`src/rtl/core/keyed_conflict_edge_grouper_defines.svh`:
```
// assertion helpers for the edge grouper
`ifndef KEYED_CONFLICT_EDGE_GROUPER_DEFINES_SVH
`define KEYED_CONFLICT_EDGE_GROUPER_DEFINES_SVH
`define KCEG_ASSERT_IMPL(label, clk, rst, ante, cons) \
   label: assert property (@(posedge clk) disable iff (rst) (ante) |-> (cons)) \
      else $error("%m: check failed");
`define KCEG_ASSERT_NEXT(label, clk, rst, ante, cons) \
   label: assert property (@(posedge clk) disable iff (rst) (ante) |=> (cons)) \
      else $error("%m: check failed");
`endif

```
`src/rtl/core/kceg_pkg.sv`:
```
package kceg_pkg;
   localparam int unsigned DIGEST_BITS = 256;
   localparam int unsigned WORD_BITS = 64;

   localparam logic [2:0] ST_OK = 3'd0;
   localparam logic [2:0] ST_IGNORED = 3'd1;
   localparam logic [2:0] ST_LIST_FULL = 3'd2;
   localparam logic [2:0] ST_TABLE_FULL = 3'd3;
   localparam logic [2:0] ST_READ_INVALID = 3'd4;

   localparam logic REQ_RECORD = 1'b0;
   localparam logic REQ_READ = 1'b1;

   localparam logic [0:0] REG_SUPPORT_MASK = 1'b0;
   localparam logic [0:0] REG_CONTRA_MASK = 1'b1;

   typedef enum logic [5:0] {
      S_IDLE = 6'b000001,
      S_SEARCH = 6'b000010,
      S_DECIDE = 6'b000100,
      S_READ = 6'b001000,
      S_READ_DATA = 6'b010000,
      S_DONE = 6'b100000
   } state_type;

   typedef struct packed {
      logic [2:0] status;
      logic [3:0] record_index;
      logic created;
      logic polarity;
      logic [2:0] edge_slot;
      logic [3:0] support_count;
      logic [3:0] contradiction_count;
      logic [4:0] record_count;
   } result_type;
endpackage

```
`src/rtl/core/kceg_key_compare.sv`:
```
module kceg_key_compare
   import kceg_pkg::*;
(
   input  logic [DIGEST_BITS-1:0] stored_key,
   input  logic [DIGEST_BITS-1:0] probe_key,
   output logic match
);
   assign match = (stored_key == probe_key);
endmodule

```
`config.mk`:
```
export PLATFORM = sky130hd
export DESIGN_NAME = kceg_key_compare
export DESIGN_NICKNAME = d
export VERILOG_FILES = /design/src/rtl/core/keyed_conflict_edge_grouper_defines.svh /design/src/rtl/core/kceg_pkg.sv /design/src/rtl/core/kceg_key_compare.sv
export SDC_FILE = /design/constraint.sdc
export NUM_CORES = 1
export LEC_CHECK = 0
export BUFFER_PORTS_ARGS = -buffer_cell sky130_fd_sc_hd__buf_2
export CAP_MARGIN = 20
export CORE_AREA = 2 2 200 202
export DETAILED_ROUTE_END_ITERATION = 8
export DIE_AREA = 0 0 202 204
export PLACE_DENSITY = 0.32
export RECOVER_POWER = 50
export SLEW_MARGIN = 20
export SYNTH_ARGS = -nofsm -noshare
export SYNTH_HDL_FRONTEND = slang
export SYNTH_SLANG_ARGS = --single-unit
```
`constraint.sdc`:
```
create_clock -name vclk -period 1.3
set_input_delay 0.065 -clock vclk [all_inputs]
set_output_delay 0.065 -clock vclk [all_outputs]
set_load 0.01 [all_outputs]
```
# == Yosys cells after proc, flatten, opt, wreduce, memory -nomap -nowiden ==
# Cells that the tools add are included.
# classes
eq_ne,1
# op_table
operator,count
== test 256 bit,1
# totals
elab_cells,1
ff_bits,0
inputBits,512
output_inout_bits,1

# == Logic depth before layout (Yosys ltp) ==
# Gate-level depths: netlist (run 1).
# logic_depth
depth_word,1
mapped_depth,5

# == Worst setup path after synthesis (run 1) ==
# Ideal clock, no wire load.
# synth_path
path_type,in2out
from,input port probe_key[100]
to,output port match
arrival_ns,1.056
path_buffers,0
required_ns,1.235
path_stages,5
slack_ns,0.179
path_cell_list,xnor2_1 -> nand4_1 -> nor4_2 -> nand4_1 -> nor4_2
# synth_via
elab_chain_len,1
# synth_rtl
item,line,text
"start, declared",kceg_key_compare.sv:5,"input logic [DIGEST_BITS-1:0] probe_key,"
== test 256 bit,kceg_key_compare.sv:8,assign match = (stored_key == probe_key);
"end, declared",kceg_key_compare.sv:6,output logic match
# Every way passes these cells.

# == Final worst setup path (run 1) ==
# layout_path
from,input port probe_key[251]
to,output port match
# Same word-level chain as after synthesis.

==> results of run 1 <==
==> synth_stat cells <==
| cell | n | area share |
|---|---|---|
| nand4_1 | 68 | 0.15 |
| nor4_1 | 15 | 0.034 |
| nor4_2 | 2 | 0.0090 |
| xnor2_1 | 256 | 0.80 |
==> what timing repair did <==
| item | CTS | global route |
|---|---|---|
| endpoints found under the hold margin | 0 | 0 |
| endpoints found under the setup margin | 1 | 1 |
| resized for setup | 14 | 16 |
| cloned | 0 | 0 |
| pin swaps | 7 | 12 |
==> kinds of logic (layout without fill, tap and decap cells) <==
| kind of cell | after synthesis | in the layout | share of synthesized area |
|---|---|---|---|
| buffers and inverters | 0 | 527 | 0 |
| AND/OR/NAND/NOR | 85 | 85 | 0.195 |
| XOR/XNOR | 256 | 256 | 0.805 |
==> power by group <==
part	total (mW)	internal (mW)	switching, mW
Clock	0	0	0
Combinational	1.86	1.15	0.710
Sequential	0	0	0
Total	1.86	1.15	0.710
==> cell type report <==
| class | instances | area [µm²] |
|---|---|---|
| multi-input combinational | 341 | 2960 |
| fill | 4529 | 32900 |
| timing repair buffer | 527 | 2700 |
| tap | 525 | 657 |
==> layout by cell type, fill, tap and decap left out <==
cell     synthesis  routed
buf_2            0     508
buf_4            0      14
buf_6            0       5
nand4_1         68      68
nor4_1          15       6
nor4_2           2       9
nor4_4           0       2
xnor2_1        256     243
xnor2_2          0      13
==> worst paths after layout <==
| check | endpoint | cells past startpoint | slack (ns) | startpoint |
|---|---|---|---|---|
| setup / recovery | match | 8 | -0.43 | probe_key[251] |
| hold / removal | match | 7 | 0.72 | stored_key[50] |
==> per-layer routing <==
metal | GRT usage | wire [µm] | vias up
met5 | 0 | 0 | -
met4 | 0.00341 | 171 | 0
met3 | 0.0105 | 1350 | 8
met2 | 0.152 | 9430 | 278
met1 | 0.0769 | 6090 | 1779
li1 | - | - | 2247
==> flow_summary_export.csv, run 1 <==
group,metric,value,unit
run_status,outcome,"finished, violations left",
run_status,violations,"setup timing",
placement,io_buffers,513,
routing,vias_per_cell,3.10,
yosys,synth_cells,341,
sta,layout_min_cycle_time,1.73,ns
yosys,avgSynthCellArea,8.17,µm²
final_layout,drive_gt1_frac,0.635,
yosys,ys_warn_count,0,
final_layout,fin_area,0.00632,mm²
sta,slew_viol_final,0,
setup_path,end_kind,"output port",
floorplanning,initial_core_util,0.0711,
setup_path,critPathMaxFanout,1,
setup_path,cpMaxStageDelayCell,"nor4_2",
sta,fmax,578,MHz
setup_path,start_kind,"primary input",
global_route,grt_overflow_total,0,
final_layout,diodes,0,
routing,drc,0,
final_layout,regArea,0,µm²
setup_path,required,1.24,ns
floorplanning,die_h,204,µm
floorplanning,rows,73,
final_layout,nNetsFinal,1382,
sta,finalSetupViolCount,1,
floorplanning,pin_count,513,
floorplanning,die-area,0.0412,mm²
sta,hold_slack,0.717,ns
final_layout,fin_util,0.161,
yosys,synth_cell_types,4,
sta,fin_crit_sh,1.33,
floorplanning,die_w,202,µm
setup_path,path_cells,"buf_2 > xnor2_1 > nand4_1 > nor4_2 > buf_4 > nand4_1 > nor4_2 > buf_4",
floorplanning,coreArea,0.0392,mm²
placement,place_congestion,0.807,
sta,rsz0062_at_grt,"true",
routing,drtAntennaViolNets,0,
setup_path,critPathKind,"in2out",
routing,wirelength,17000,µm
global_route,grt_usage,0.0718,
routing,drt_first_iter_violations,89,
sta,final_hold_viol_count,0,
global_route,antenna_found_initial,1,
setup_path,slowest_delay,0.32,ns
final_layout,clock_buffers,0,
routing,num_vias,4312,
power,powerDensity,294,mW/mm²
final_layout,seq_cell_count,0,
power,totalPowerFinal,1.86,mW
power,ir_drop,0.119,mV
placement,place_inst,1394,
placement,place_ws,-0.702,ns
yosys,yosysSeqAreaShare,0,
routing,firstDrtPassIters,4,
clock_network,post_cts_buffers,0,
clock_network,cts_hold_buf,0,
final_layout,synthToLayoutAreaGrowth,127,%
global_route,first_global_vias,4350,
placement,placed_area,0.00612,mm²
placement,dp_hpwl,16400,µm
yosys,synth_fp_nets,853,
setup_path,critPathArrivalTime,1.66,ns
sta,worst_slack,-0.429,ns
routing,wl_per_cell,12.2,µm
setup_path,crit_buf_inv,3,
hold_path,min_path_type,"in2out",
yosys,synthesis.area,0.00279,mm²
global_route,grt_pass1_wl,22900,µm
final_layout,final_cells,1393,
run,drv_cap,0,
sta,fin_tns_setup,-0.429,ns
global_route,grt_max_degree,2,
setup_path,crit_family,"simple AND/OR/NAND/NOR gates",
sta,worst_pin_slew,0.312,ns
sta,relSlewSlack,0.790,
power,p_leak,2.76,nW
Note: power is estimated with default switching activity, not from simulation.
==> run 2: changes to the inputs <==
Settings changed: PLACE_DENSITY 0.32 to default, PLACE_DENSITY_LB_ADDON from default to 0.05, TNS_END_PERCENT from default to 5.
==> flow_summary_export.csv, run 2 (synthesized netlist as in run 1, its figures left out) <==
group,metric,value,unit
sta,finalSetupViolCount,1,
sta,slew_viol_final,0,
final_layout,synthToLayoutAreaGrowth,124,%
final_layout,fin_area,0.00624,mm²
placement,io_buffers,513,
final_layout,regArea,0,µm²
setup_path,critPathMaxFanout,1,
routing,drtAntennaViolNets,0,
run_status,outcome,"finished, violations left",
setup_path,cpMaxStageDelayCell,"nor4_2",
routing,wl_met2,13300,µm
routing,drt_first_iter_violations,57,
global_route,grt_usage,0.105,
global_route,grt_pass1_wl,31600,µm
floorplanning,die_w,202,µm
sta,layout_min_cycle_time,1.67,ns
global_route,grt_max_degree,2,
sta,rsz0062_at_grt,"true",
final_layout,nNetsFinal,1381,
final_layout,final_cells,1398,
routing,vias_per_cell,3.20,
setup_path,critPathArrivalTime,1.60,ns
final_layout,drive_gt1_frac,0.621,
routing,firstDrtPassIters,4,
routing,wirelength,23300,µm
power,powerDensity,292,mW/mm²
final_layout,mostFrequentLayoutCells,"buf_2 (510), xnor2_1 (254), nand4_1 (68)",
global_route,first_global_vias,5070,
final_layout,final_common_cell,"buf_2",
routing,drc,0,
power,p_leak,2.70,nW
floorplanning,rows,73,
placement,place_inst,1392,
sta,relSlewSlack,0.775,
floorplanning,die_h,204,µm
setup_path,path_cells,"buf_2 > xnor2_1 > nand4_1 > nor4_2 > buf_4 > nand4_1 > nor4_2 > buf_4",
setup_path,slowest_delay,0.34,ns
placement,dp_hpwl,22900,µm
sta,fin_tns_setup,-0.370,ns
floorplanning,pin_count,513,
floorplanning,coreArea,0.0392,mm²
placement,place_congestion,0.757,
routing,num_vias,4472,
floorplanning,initial_core_util,0.0711,
run,drv_cap,0,
setup_path,critPathKind,"in2out",
setup_path,required,1.24,ns
routing,wl_met1,7250,µm
routing,wl_met3,2470,µm
setup_path,start_kind,"primary input",
sta,hold_slack,0.741,ns
sta,final_hold_viol_count,0,
routing,top_layer,"met5",
final_layout,clock_buffers,0,
final_layout,seq_cell_count,0,
routing,wl_per_cell,16.6,µm
clock_network,cts_hold_buf,0,
floorplanning,die-area,0.0412,mm²
global_route,grt_overflow_total,0,
sta,worst_slack,-0.370,ns
sta,fmax,599,MHz
hold_path,hold_depth,7,
placement,place_ws,-1.21,ns
setup_path,end_kind,"output port",
power,ir_drop,0.0946,mV
hold_path,min_path_type,"in2out",
placement,placed_area,0.00611,mm²
global_route,antenna_found_initial,16,
sta,fin_crit_sh,1.28,
sta,worst_pin_slew,0.335,ns
run_status,violations,"setup timing",
-- run 2: cell count changes in the layout (fill, tap and decap cells not counted) --
cell	before	now
nor4_1	6	7
xnor2_2	13	1
nor4_2	9	8
diode_2	0	6
buf_2	508	510
buf_8	0	1
buf_4	14	13
xnor2_1	243	254
xnor2_4	0	1
buf_6	5	2
-- run 2: repair_timing --
| item | in CTS | in global routing |
|---|---|---|
| endpoints found under the setup margin | 1 | 1 |
| buffers inserted | 0 | 0 |
| resized for setup | 20 | 0 |
| endpoints found under the hold margin | 0 | 0 |
| pin swaps | 6 | 1 |
-- run 2: worst paths after layout --
check	startpoint	slack (ns)	end
worst min-delay path	probe_key[95]	0.74	match
worst max-delay path	probe_key[33]	-0.37	match
-- run 2: per-layer routing --
| layer | global-route usage | up-vias |
|---|---|---|
| li1 | - | 2255 |
| met1 | 0.0933 | 1873 |
| met2 | 0.228 | 314 |
| met3 | 0.0389 | 22 |
| met4 | 0.00394 | 8 |
| met5 | 0 | - |
-- run 2: worst max-delay path: cells and delay by family --
family	cells	cell delay, ns
buffers and inverters	3	0.44
and+or+nand+nor	4	0.94
xor gates and xnor gates	1	0.15
-- run 2: area by class of cell --
cell class,instances,area (µm²)
Fill cell,4615,32900
Multi-Input combinational cell,341,2880
Timing Repair Buffer,526,2690
Tap cell,525,657
Antenna cell,6,15.0
-- run 2: stage by stage --
step | total power [mW] | utilization
floorplan | 0.755 | -
global placement | 1.83 | 0.156
detailed placement | 1.83 | 0.156
CTS | 1.88 | 0.159
global route | 2.01 | 0.159
finish | 1.82 | 0.159
-- run 2: power by group --
part	internal (mW)	total (mW)	switching [mW]
Combinational	1.12	1.82	0.701
Clock	0.000000620	0.000000620	0
Sequential	0	0	0
Total	1.12	1.82	0.701
